**config.mk**
```make
export PLATFORM = sky130hd
export DESIGN_NAME = tbin_verdict
export DESIGN_NICKNAME = d
export VERILOG_FILES = /design/src/rtl/assert_macros.svh /design/src/rtl/tbin_pkg.sv /design/src/rtl/tbin_verdict.sv
export SDC_FILE = /design/constraint.sdc
export NUM_CORES = 1
export LEC_CHECK = 0
export BUFFER_PORTS_ARGS = -buffer_cell sky130_fd_sc_hd__buf_2
export CORE_MARGIN = 4
export CORE_UTILIZATION = 30
export CTS_BUF_LIST = sky130_fd_sc_hd__clkbuf_16
export DETAILED_ROUTE_END_ITERATION = 10
export GPL_TIMING_DRIVEN = 0
export SKIP_LAST_GASP = 1
export SLEW_MARGIN = 20
export SYNTH_ARGS = -nofsm -noshare
export SYNTH_HDL_FRONTEND = slang
export SYNTH_SLANG_ARGS = --single-unit
```
**constraint.sdc**
```tcl
create_clock -name clk_i -period 7.32 [get_ports clk_i]
set_input_delay 1.464 -clock clk_i [delete_from_list [all_inputs] [get_ports clk_i]]
set_output_delay 1.464 -clock clk_i [all_outputs]
set_load 0.05 [all_outputs]
```
**src/rtl/assert_macros.svh**
```systemverilog
// assertion macros used by the top level of the tile binning block
// no dependencies; include by bare file name
`ifndef ASSERT_MACROS_SVH
`define ASSERT_MACROS_SVH

// checked on every rising edge while out of reset
`define TBIN_ASSERT(name, clk, rst_n, prop, msg) \
  name: assert property (@(posedge clk) disable iff (!rst_n) (prop)) else $error(msg);

// checked on every rising edge, reset included
`define TBIN_ASSERT_ALWAYS(name, clk, prop, msg) \
  name: assert property (@(posedge clk) (prop)) else $error(msg);

`endif

```
**src/rtl/tbin_pkg.sv**
```systemverilog
// shared types, widths and constants of the triangle tile binning block
// no dependencies
`default_nettype none

package tbin_pkg;

  localparam int unsigned CoordW    = 16;
  localparam int unsigned TileW     = 9;
  localparam int unsigned CfgW      = 10;
  localparam int unsigned IndexW    = 18;
  localparam int unsigned TileShift = 5;
  localparam int unsigned TileSize  = 1 << TileShift;
  localparam int unsigned NumEdges  = 3;

  // vertex minus tile corner, and vertex minus vertex
  localparam int unsigned DiffW = CoordW + 1;
  localparam int unsigned ProdW = 2 * DiffW;
  // edge value plus corner offsets
  localparam int unsigned EdgeW = ProdW + 2;
  // bounding box bound in tile units, with sign
  localparam int unsigned BoxW  = CoordW - TileShift;

  typedef enum logic {
    CFG_TILES_ACROSS = 1'b0,
    CFG_TILES_DOWN   = 1'b1
  } cfg_reg_e;

  localparam logic [CfgW-1:0] TilesAcrossRst = CfgW'(40);
  localparam logic [CfgW-1:0] TilesDownRst   = CfgW'(23);

  typedef struct packed {
    logic signed [CoordW-1:0] first_x;
    logic signed [CoordW-1:0] first_y;
    logic signed [CoordW-1:0] second_x;
    logic signed [CoordW-1:0] second_y;
    logic signed [CoordW-1:0] third_x;
    logic signed [CoordW-1:0] third_y;
    logic [TileW-1:0]         tile_col;
    logic [TileW-1:0]         tile_row;
  } tri_tile_t;

  typedef struct packed {
    logic signed [DiffW-1:0] dx;
    logic signed [DiffW-1:0] dy;
    logic signed [ProdW-1:0] p;
    logic signed [ProdW-1:0] q;
  } edge_prod_t;

  typedef struct packed {
    edge_prod_t [NumEdges-1:0] edges;
    logic                      in_box;
    logic                      in_grid;
    logic [TileW-1:0]          tile_col;
    logic [IndexW-1:0]         row_base;
  } prod_t;

  typedef struct packed {
    logic              binned;
    logic              in_box;
    logic              in_grid;
    logic              touches;
    logic [IndexW-1:0] tile_index;
  } verdict_t;

endpackage

`default_nettype wire

```
**src/rtl/tbin_verdict.sv**
```systemverilog
// second compute stage: corner signs per edge, verdicts and tile index
// depends on tbin_pkg
`default_nettype none

module tbin_verdict import tbin_pkg::*; (
  input  wire logic     clk_i,
  input  wire logic     ld_i,
  input  wire prod_t    prod_i,
  output      verdict_t verdict_o
);

  logic signed [EdgeW-1:0] e00 [NumEdges];
  logic signed [EdgeW-1:0] e10 [NumEdges];
  logic signed [EdgeW-1:0] e01 [NumEdges];
  logic signed [EdgeW-1:0] e11 [NumEdges];
  logic signed [EdgeW-1:0] step_x [NumEdges];
  logic signed [EdgeW-1:0] step_y [NumEdges];
  logic [NumEdges-1:0] all_nonneg;
  verdict_t verdict_d, verdict_q;

  always_comb begin
    for (int e = 0; e < NumEdges; e++) begin
      // moving one tile right adds T*dy, one tile down subtracts T*dx
      step_x[e] = EdgeW'(prod_i.edges[e].dy) <<< TileShift;
      step_y[e] = EdgeW'(prod_i.edges[e].dx) <<< TileShift;
      e00[e] = EdgeW'(prod_i.edges[e].p) - EdgeW'(prod_i.edges[e].q);
      e10[e] = e00[e] + step_x[e];
      e01[e] = e00[e] - step_y[e];
      e11[e] = e10[e] - step_y[e];
      all_nonneg[e] = !e00[e][EdgeW-1] && !e10[e][EdgeW-1] &&
                      !e01[e][EdgeW-1] && !e11[e][EdgeW-1];
    end
    verdict_d.touches    = ~|all_nonneg;
    verdict_d.in_box     = prod_i.in_box;
    verdict_d.in_grid    = prod_i.in_grid;
    verdict_d.binned     = prod_i.in_box && prod_i.in_grid && verdict_d.touches;
    verdict_d.tile_index = prod_i.row_base + IndexW'(prod_i.tile_col);
  end

  always_ff @(posedge clk_i) begin
    if (ld_i) begin
      verdict_q <= verdict_d;
    end
  end

  assign verdict_o = verdict_q;

endmodule

`default_nettype wire

```
==> results of run 1 <==
[final cells by class]
class	instances	share of cell area, %
multi-input cells	1541	74.3
repair buffers	390	12.2
inverters	200	4.48
well taps	592	4.41
flip-flops and latches	22	3.93
clock buffers	3	0.447
plain buffers	4	0.0894
diodes	2	0.0298
clock inverters	1	0.0223
[synth_stat cells (all sizes together), types with 4 or more instances]
| master | instances | area share (%) |
|---|---|---|
| a2111oi | 10 | 0.83 |
| a211o | 8 | 0.52 |
| a211oi | 24 | 1.4 |
| a21boi | 6 | 0.36 |
| a21o | 82 | 4.5 |
| a21oi | 174 | 6.5 |
| a221oi | 8 | 0.61 |
| a311oi | 5 | 0.37 |
| a31oi | 17 | 0.87 |
| and2 | 9 | 0.41 |
| and3 | 16 | 0.74 |
| and4 | 9 | 0.58 |
| clkbuf | 7 | 0.19 |
| edfxtp | 22 | 4.9 |
| fa | 4 | 0.59 |
| ha | 372 | 34 |
| inv | 200 | 5.5 |
| nand2 | 80 | 2.2 |
| nand2b | 31 | 1.4 |
| nand3 | 37 | 1.4 |
| nand4 | 46 | 2.1 |
| nor2 | 114 | 3.1 |
| nor2b | 35 | 1.6 |
| nor3 | 33 | 1.2 |
| nor4 | 9 | 0.51 |
| o2111ai | 7 | 0.45 |
| o211ai | 11 | 0.64 |
| o21a | 27 | 1.5 |
| o21ai | 108 | 4.0 |
| o21bai | 26 | 1.5 |
| o31ai | 10 | 0.55 |
| o41ai | 6 | 0.72 |
| or2 | 8 | 0.37 |
| or3 | 8 | 0.37 |
| xnor2 | 109 | 7.0 |
| xor2 | 55 | 3.5 |
[worst max-delay path: cells and delay by family]
kind                       cells  cell delay (ns)
AOI/OAI and AO/OA             17             3.74
and+or+nand+nor                6             0.79
adders and majority gates      3             0.70
xor gates and xnor gates       3             0.46
buffers and inverters          4             0.42
[final timing paths]
| check | from | end | slack [ns] | cells after the start |
|---|---|---|---|---|
| min | prod_i[28] | verdict_o[20] | 1.40 | 1 |
| max | prod_i[33] | verdict_o[18] | -0.28 | 33 |
[power by group through the flow]
stage,Combinational (mW),Sequential (mW),Clock [mW]
6_report,2.70,0.164,0.114
5_1_grt,3.05,0.166,0.123
4_1_cts,2.65,0.165,0.117
3_5_place_dp,2.54,0.167,0
3_3_place_gp,2.47,0.167,0
2_1_floorplan,1.88,0.229,0
[per-layer routing]
layer / vias up / GRT usage (%)
li1: 7328 / -
met1: 6388 / 18.5
met2: 308 / 28.7
met3: 55 / 1.64
met4: 0 / 4.25
met5: - / 0
[metrics by stage]
step / instance area [um^2] / total power [mW] / hold slack (ns) / worst slack [ns]
floorplan: 13600 / 2.11 / 1.56 / 0.00163
detailed placement: 16200 / 2.70 / 1.66 / -1.20
global placement: 16200 / 2.64 / 1.66 / -1.13
CTS: 16600 / 2.93 / 1.40 / -0.342
global route: 16800 / 3.34 / 1.40 / -0.635
finish: 16800 / 2.98 / 1.40 / -0.281
[timing repair]
item | CTS | global route
setup endpoints to repair | 2 | 2
pin swaps | 33 | 29
buffers inserted | 22 | 11
resized for setup | 46 | 19
[logic make-up after synthesis]
family	synth area share [%]
AOI/OAI and AO/OA	27.3
DFF	4.86
xor gates and xnor gates	10.6
and+or+nand+nor	16.7
adders and majority gates	34.8
buffers and inverters	5.72
==> results.md, run 1 <==
- CP peak stage delay: 0.42 ns
- Final Setup Violations: 2
- Seq/Total Area, Yosys: 4.86%
- Status: complete, but fails checks
- Initial antenna violation count: 2
- Cell internal pwr: 1.44 mW
- Layout cells sized above 1: about 22%
- Power share of the clock group: 3.8%
- Core area: roughly 45000 um^2
- Commonest cells after routing, fill and taps aside: 364 x ha_1, 356 x buf_2, 199 x inv_1
- Most common cell after layout, fill and taps aside: ha_1
- Max FO, Critical Path: 5
- Max reg flops: 22
- Post-synth EDFFs: 22
- Post-Syn Nets: 2483
- Die X: approximately 220 um
- Die Ht: between 200 and 250 um
- DP HPWL: 35.4 mm
- Vias in the first global route: between 10000 and 15000
- Post-synth top flop: edfxtp_1
- Top Metal Used: met4
- Drt total wl: 39.9 mm
- Global-route wire length before repair: between 60 and 70 mm
- Max-cap viol count: 0
- Count of clock tree sinks: 22
- DR WL met3: 1.66 mm
- Fin crit share: 104%
- Slew Limit Fails: 0
- DRC viols: 0
- Root buf cell: clkbuf_16
- RSZ-0062 raised after global routing: true
- Nets@finish: approximately 2900
- Placed cells: 2719
- # rows: 77
- Global route total overflow: 0
- Sequential cell area: 661 um^2
- Area occupied by multi-input gates: 12500 um^2
- Drt pass-1 iters: 5
- CTS Buf Count: 3
- Die ar.: ~50000 um^2
- Worst-case clock buffer depth: 2
- Post-synth ARST share: 0%
- Remaining antenna violation count: 0
- Mapped Avg Cell Area: 7.68 um^2
- Met2 WL: 19.8 mm
- Initial Util: just over 30%
- Relative slew slack: 30.8%
- Failing checks: setup timing
- Worst Slack Setup Final: -0.281 ns
- Final hold viol count: 0
- I/O Buffers: ~360
- GR Util All Layers: 15.3%
- Crit path DAT: around 7.6 ns
- Crit path kind: primary input to flop
- Critical Path RT: approximately 7.3 ns
- Max VDD drop: approximately 0.089 mV
- Vias per inst: between 5 and 6
- Power share of the combinational group: ~91%
- CP Launch Type: primary input
- Synth warnings: 0
- Count of different cell masters after synthesis: 80
- CTS clock-pin slew for the worst setup and hold paths: approximately 0.060 ns
- CTS tree: built
- Flop pwr share: 5.5%
- Largest net degree at the start of global routing: 30
- Fin cells: between 2000 and 3000
- Routed via count: around 14000
- Mapped Area: 13600 um^2
- Gate Count Post-Synth: 1770
- # fillers: 4649
- Routability-driven placement congestion ratio: between 0.9 and 1
- Net switching power: between 1.5 and 2 mW
- Power per cell area: 177 nW/um^2
- Max Clk Rate: roughly 0.13 GHz
- Net Sw Frac: 51.7%
- DRT iter0 DRCs: about 550
- Min cycle time layout: 7.60 ns
- Final TNS setup: -0.524 ns
- Syn-to-layout area delta: 23.7%
- Hold Path Class: primary input to flop
- Yosys reg bits: 22
- CP max stage cell: a2111oi_4
- Worst Max-Slew Pin Slew: a little over 1 ns
- Util after Layout: a little under two fifths
- P_leak: about 8.7 nW
- Worst Setup End Kind: flop
- H-tree depth: 1
- IO Pins: about 360
- WL/cell: between 10 and 15 um
- Hold_buf cts: 0
- Metal1 wirelength: approximately 17 mm
Note: power is estimated with default switching activity, not from simulation.
==> run 2: changes to the inputs <==
Settings changed: ABC_AREA from default to 1, CORE_ASPECT_RATIO from default to 0.6.
==> run 2 against run 1 <==
  * The run now ends clean
  * Final area increased by 8.9%
  * Combinational power rose by 10%
  * Largest power group unchanged
  * Global-route usage rose by 2.3 points
  * Sequential share of layout area shrank 0.32 points
  * Cell count is 27% higher
  * Critical path type unchanged
==> results.md, run 2 <==
- P_leak: 10.2 nW (was 8.69 nW)
- Initial antenna violation count: 24 (was 2)
- RSZ-0062 raised after global routing: false (was true)
- Hold-critical path depth: 1 (unchanged)
- Gate Count Post-Synth: 2435 (was 1770)
- Layout cells sized above 1: 15.9% (was 22.4%)
- DRC viols: 0 (unchanged)
- Seq/Total Area, Yosys: 4.26% (was 4.86%)
- Sequential cell area: 661 um^2 (unchanged)
- Power per cell area: 178 nW/um^2 (was 177 nW/um^2)
- Net Sw Frac: 58.2% (was 51.7%)
- Syn-to-layout area delta: 17.9% (was 23.7%)
- Post CTS Setup Buffer Count: 0 (was 22)
- CTS clock-pin slew for the worst setup and hold paths: 0.06 ns (about the same)
- Hold WS: 1.39 ns (was 1.40 ns)
- Initial Util: 30.4% (was 30.5%)
- Routability-driven placement congestion ratio: 0.927 (was 0.918)
- Max-cap viol count: 0 (unchanged)
- Top-count cell post-synth: nand2_1 (was ha_1)
- WL/cell: 14.7 um (was 14.5 um)
- Slew Limit Fails: 0 (unchanged)
- Post-synth top flop: edfxtp_1 (unchanged)
- Max reg flops: 22 (unchanged)
- Post-Syn Nets: 3148 (was 2483)
- Relative slew slack: 26.4% (was 30.8%)
- GR Util All Layers: 17.6% (was 15.3%)
- Crit path kind: primary input to flop (unchanged)
- Crit path DAT: 6.77 ns (was 7.59 ns)
- Commonest cells after routing, fill and taps aside: 535 x nand2_1, 399 x inv_1, 372 x ha_1 (was 364 x ha_1, 356 x buf_2, 199 x inv_1)
- Worst Max-Slew Pin Slew: 1.10 ns (was 1.04 ns)
- Vias in the first global route: 15200 (was 14300)
- Mapped Avg Cell Area: 6.38 um^2 (was 7.68 um^2)
- Post-synth ARST share: 0% (unchanged)
- Status: completed (was complete, but fails checks)
- I/O Buffers: 358 (was 357)
- Mapped Area: 15500 um^2 (was 13600 um^2)
- Drt pass-1 iters: 5 (unchanged)
- Nets@finish: 3511 (was 2875)
- IO Pins: 359 (unchanged)
- Synth area leaders: ha_1 30%, nand2_1 13%, inv_1 9.6% (was ha_1 34%, xnor2_1 7.0%, a21oi_1 6.3%)
- Post-synth EDFFs: 22 (unchanged)
- CP peak stage delay: 0.37 ns (was 0.42 ns)
- Die Ht: 184 um (was 221 um)
- CP max stage cell: ha_1 (was a2111oi_4)
- Fin crit share: 92.2% (was 104%)
- # rows: 64 (was 77)
- Final Setup Violations: 0 (was 2)
- Remaining antenna violation count: 0 (unchanged)
- Count of clock tree sinks: 22 (unchanged)
- # fillers: 5748 (was 4649)
- Final hold viol count: 0 (unchanged)
- Global route total overflow: 0 (unchanged)
- Post-CTS sizing: 0 (was 46)
- Drt total wl: 51.6 mm (was 39.9 mm)
- Hold_buf cts: 0 (unchanged)
- Synth top area share: 30.0% (was 34.3%)
- Post-synth top cells: 535 x nand2_1, 399 x inv_1, 372 x ha_1 (was 372 x ha_1, 200 x inv_1, 171 x a21oi_1)
- DP HPWL: 47.4 mm (was 35.4 mm)
- Final TNS setup: 0 ns (was -0.524 ns)
- Global-route wire length before repair: 79.7 mm (was 65.9 mm)
- CTS Buf Count: 3 (unchanged)
- Biggest area consumer among synthesized cells: ha_1 (unchanged)
- Area occupied by multi-input gates: 13400 um^2 (was 12500 um^2)
- Critical Path RT: 7.34 ns (was 7.31 ns)
- Largest net degree at the start of global routing: 31 (was 30)
- Root buf cell: clkbuf_16 (unchanged)
- Count of different cell masters after synthesis: 52 (was 80)
- Cell internal pwr: 1.36 mW (was 1.44 mW)
- Min cycle time layout: 6.75 ns (was 7.60 ns)
- CTS tree: built (unchanged)
- Die ar.: 55600 um^2 (was 48800 um^2)
- Power share of the combinational group: 91.3% (was 90.6%)
- Max Clk Rate: 0.148 GHz (was 0.132 GHz)
- Power share of the clock group: 3.7% (was 3.8%)
- Flop pwr share: 5.0% (was 5.5%)
- DRT iter0 DRCs: 1445 (was 553)
- Max VDD drop: 0.0940 mV (was 0.0893 mV)
- H-tree depth: 1 (unchanged)
- Net switching power: 1.90 mW (was 1.54 mW)
- Synth warnings: 0 (unchanged)
- CP Launch Type: primary input (unchanged)
- Routed via count: 16800 (was 14100)
- Vias per inst: 4.79 (was 5.11)
- Most common cell after layout, fill and taps aside: nand2_1 (was ha_1)
- Hold Path Class: primary input to flop (unchanged)
- Core area: 51100 um^2 (was 44500 um^2)
- Yosys reg bits: 22 (unchanged)
- Die X: 302 um (was 221 um)
- Worst-case clock buffer depth: 2 (unchanged)
- Max FO, Critical Path: 6 (was 5)
- Worst Setup End Kind: flop (unchanged)
[run 2: changes by cell type in the layout (fill, tap and decap cells not counted), moves of 23 or more]
cell	previous run	this run
nand2_1	80	535
inv_1	199	399
a21oi_1	165	290
nor2_1	109	178
a21o_1	82	23
xor2_1	54	110
xnor2_1	106	67
nand3_1	36	74
nor2b_1	35	0
buf_4	31	0
nand2b_1	31	0
nand2_2	0	24
a31oi_1	13	36
[run 2: logic make-up (layout without fill, tap and decap cells)]
group / Yosys count / in the layout / share of synthesized area (%)
buffers and inverters: 402 / 764 / 9.72
adders and majority gates: 376 / 376 / 30.5
other: 0 / 9 / 0
AOI/OAI and AO/OA: 555 / 555 / 21.0
and+or+nand+nor: 902 / 902 / 24.5
xor gates and xnor gates: 178 / 178 / 10.0
DFF: 22 / 22 / 4.26
[run 2: area by class of cell]
type                    instances  share of cell area [%]
diodes                          9                   0.123
flip-flops and latches         22                    3.61
multi-input cells            2011                    73.1
inverters                     402                    8.25
clock inverters                 1                  0.0205
well taps                     693                    4.74
clock buffers                   3                   0.410
repair buffers                358                    9.79
[run 2: metrics by stage]
stage / instances / power [mW] / setup slack, ns / instance area [um^2] / utilization, %
floorplan: 2435 / 2.35 / 1.47 / 15500 / -
global placement: 3486 / 3.08 / 0.256 / 18200 / 35.6
detailed placement: 3486 / 3.10 / 0.297 / 18200 / 35.6
CTS: 3490 / 3.24 / 0.577 / 18300 / 35.7
global route: 3494 / 3.71 / 0.0449 / 18300 / 35.8
finish: 3499 / 3.26 / 0.573 / 18300 / 35.8
[run 2: per-layer routing]
metal  vias up  part of all wire [%]  track usage (%)
met5         -                 0.017                0
met4         2                   1.1             1.61
met3        48                   4.7             1.27
met2       377                    40             25.8
met1      7379                    54             28.5
li1       8959                     -                -
[run 2: worst max-delay path: cells and delay by family]
family | cells | cell delay (ns)
AOI/OAI and AO/OA | 12 | 2.32
and+or+nand+nor | 10 | 1.20
adders and majority gates | 3 | 1.01
xor gates and xnor gates | 2 | 0.48
buffers and inverters | 5 | 0.29
[run 2: path summary, 6_finish.rpt]
path,from,to,slack [ns]
max,prod_i[136],verdict_o[18],0.57
min,prod_i[28],verdict_o[20],1.39
[run 2: power by group through the flow]
stage / combinational (mW) / sequential (mW) / clock (mW)
2_1_floorplan: 2.12 / 0.227 / 0
3_3_place_gp: 2.91 / 0.166 / 0
3_5_place_dp: 2.93 / 0.167 / 0
4_1_cts: 2.95 / 0.164 / 0.123
5_1_grt: 3.42 / 0.166 / 0.130
6_report: 2.98 / 0.164 / 0.120
==> run 3: changes to the inputs <==
Settings changed: CTS_CLUSTER_SIZE from default to 28.
Clock period 7.32 ns to 6.1 ns, I/O delays scaled along.
==> run 3 against run 2 <==
  * Die area is the same
  * Worst setup slack lost 0.49 ns
  * Cell count grew 2.3%
  * Sequential power grew 20%
  * Clock power grew 20%
  * Global-route usage grew 0.23 points
  * Via count grew 4.6%
  * Wire length grew 6.6%
  * First-iteration DRC count is essentially flat
  * Clock-buffer cell count is the same
  * Critical path type unchanged
==> results.md, run 3 (same netlist as run 2, synthesis figures left out) <==
- Status: completed (unchanged)
- CTS Buf Count: 3 (unchanged)
- Net Sw Frac: 55.8% (was 58.2%)
- Die ar.: 55600 um^2 (unchanged)
- Relative slew slack: 25.0% (was 26.4%)
- Global route total overflow: 0 (unchanged)
- CP Launch Type: primary input (unchanged)
- Top cell by count, worst path: inv_1
- Largest net degree at the start of global routing: 31 (unchanged)
- Most common cell after layout, fill and taps aside: nand2_1 (unchanged)
- CP max stage cell: ha_1 (unchanged)
- Routability-driven placement congestion ratio: 0.927 (unchanged)
- Power share of the combinational group: 92.6% (was 91.3%)
- Worst-case clock buffer depth: 2 (unchanged)
- Nets@finish: 3589 (was 3511)
- GR Util All Layers: 17.9% (was 17.6%)
- Max reg flops: 22 (unchanged)
- Critical Path RT: 6.12 ns (was 7.34 ns)
- Power share of the clock group: 3.1% (was 3.7%)
- Max Clk Rate: between 0.15 and 0.2 GHz
- DP HPWL: 47.4 mm (unchanged)
- Fin crit share: a little over nine tenths
- WL/cell: 15.4 um (was 14.7 um)
- # rows: 64 (unchanged)
- Hold Path Class: primary input to flop (unchanged)
- Worst Hold Path EP: verdict_o[20] (unchanged)
- Util after Layout: 41.2% (was 35.8%)
- Commonest cells after routing, fill and taps aside: 501 x nand2_1, 387 x inv_1, 350 x buf_2 (was 535 x nand2_1, 399 x inv_1, 372 x ha_1)
- Final hold viol count: 0 (unchanged)
- CP peak stage delay: 0.38 ns (was 0.37 ns)
- Cell internal pwr: 2.03 mW (was 1.36 mW)
- Layout cells sized above 1: 28.4% (was 15.9%)
- Routed via count: 17500 (was 16800)
- Hold Startpoint: prod_i[28] (unchanged)
- Max VDD drop: 0.113 mV (was 0.0940 mV)
- IO Pins: 359 (unchanged)
- H-tree depth: 1 (unchanged)
- Initial antenna violation count: 25 (was 24)
- Final Setup Violations: 0 (unchanged)
- Worst Setup End Kind: flop (unchanged)
- Count of clock tree sinks: 22 (unchanged)
- Min cycle time layout: around 6 ns
- Slew Limit Fails: 0 (unchanged)
- Remaining antenna violation count: 0 (unchanged)
- DRC viols: 0 (unchanged)
- CTS tree: built (unchanged)
- Root buf cell: clkbuf_16 (unchanged)
- Hold-critical path depth: 1 (unchanged)
- Core area: 51100 um^2 (unchanged)
- Placed cell area: 18200 um^2 (unchanged)
- P_leak: 11.0 nW (was 10.2 nW)
- Die Ht: 184 um (unchanged)
- Crit path kind: primary input to flop (unchanged)
- Syn-to-layout area delta: 35.6% (was 17.9%)
- CTS clock-pin slew for the worst setup and hold paths: 0.06 ns (about the same)
- Drt total wl: 55.0 mm (was 51.6 mm)
- Crit path DAT: 6.04 ns (was 6.77 ns)
- Design area: 21100 um^2 (was 18300 um^2)
- Net switching power: 2.57 mW (was 1.90 mW)
- Hold WS: 1.15 ns (was 1.39 ns)
- Max FO, Critical Path: 5 (was 6)
- DRT iter0 DRCs: 1446 (was 1445)
- Hold_buf cts: 0 (unchanged)
- Worst Max-Slew Pin Slew: 1.12 ns (was 1.10 ns)
- Drt pass-1 iters: 5 (unchanged)
- Max-cap viol count: 0 (unchanged)
- Global-route wire length before repair: 80.9 mm (was 79.7 mm)
- Vias per inst: 4.90 (was 4.79)
- Flop pwr share: 4.3% (was 5.0%)
- Initial Util: 30.4% (unchanged)
- Die X: 302 um (unchanged)
- I/O Buffers: 358 (unchanged)
- Vias in the first global route: 15500 (was 15200)
- Power per cell area: 219 nW/um^2 (was 178 nW/um^2)
- RSZ-0062 raised after global routing: true (was false)
## run 3: cell types whose count changed in the layout (fill, tap and decap cells not counted), sizes merged
cell   change
diode      +1
buf       +78
## run 3: timing repair
item | in CTS | in global routing
gates resized for setup | 69 | 341
pin swaps | 25 | 148
setup buffers | 20 | 58
gates cloned | 0 | 0
endpoints found under the setup margin | 2 | 2
## run 3: worst max-delay path by stage
| stage | from | to | slack (ns) | cells after the start |
|---|---|---|---|---|
| final | prod_i[137] | verdict_o[21] | 0.08 | 34 |
| after global routing | prod_i[34] | verdict_o[18] | -0.23 | 33 |
| after CTS | prod_i[237] | verdict_o[18] | 0.001 | 34 |
| after detailed placement | prod_i[34] | verdict_o[18] | -0.68 | 30 |
| after global placement | prod_i[136] | verdict_o[18] | -0.72 | 34 |
| after floorplan | prod_i[33] | verdict_o[18] | 0.50 | 32 |
## run 3: cell type report
cell class	count	area (um^2)
fill	5423	30000
multi-input combinational	2011	15500
timing repair buffer	436	2440
inverter	402	1510
tap	693	867
sequential	22	661
clock buffer	3	75.1
antenna	10	25.0
clock inverter	1	3.75
## run 3: critical path: cells and delay by family
| family | cells | cell delay [ns] |
|---|---|---|
| AOI/OAI and AO/OA | 11 | 1.84 |
| xor gates and xnor gates | 2 | 0.35 |
| adders and majority gates | 3 | 0.92 |
| buffers and inverters | 7 | 0.45 |
| and+or+nand+nor | 11 | 1.26 |
## run 3: power groups by stage
stage               Sequential, mW  Clock [mW]  Combinational (mW)
floorplan                    0.272           0                2.55
global placement             0.199           0                3.50
CTS                          0.197       0.148                3.66
global route                 0.199       0.156                4.79
finish                       0.197       0.144                4.26
detailed placement           0.200           0                3.52
## run 3: metal layers
metal	share of wire, %	wire length (um)	vias up	global-route usage (%)
met2	42	22900	501	26.4
met4	1.7	922	2	1.80
met3	5.2	2870	66	1.33
met5	0.024	13	-	0
met1	51	28300	7866	28.6
li1	-	-	9097	-
## run 3: per-stage QoR
| stage | power [mW] | setup slack [ns] | instances | TNS (ns) |
|---|---|---|---|---|
| floorplan | 2.82 | 0.496 | 2435 | 0 |
| global placement | 3.70 | -0.720 | 3486 | -1.42 |
| detailed placement | 3.72 | -0.679 | 3486 | -1.35 |
| CTS | 4.01 | 0.00130 | 3510 | 0 |
| global route | 5.14 | -0.233 | 3573 | -0.463 |
| finish | 4.60 | 0.0818 | 3578 | 0 |
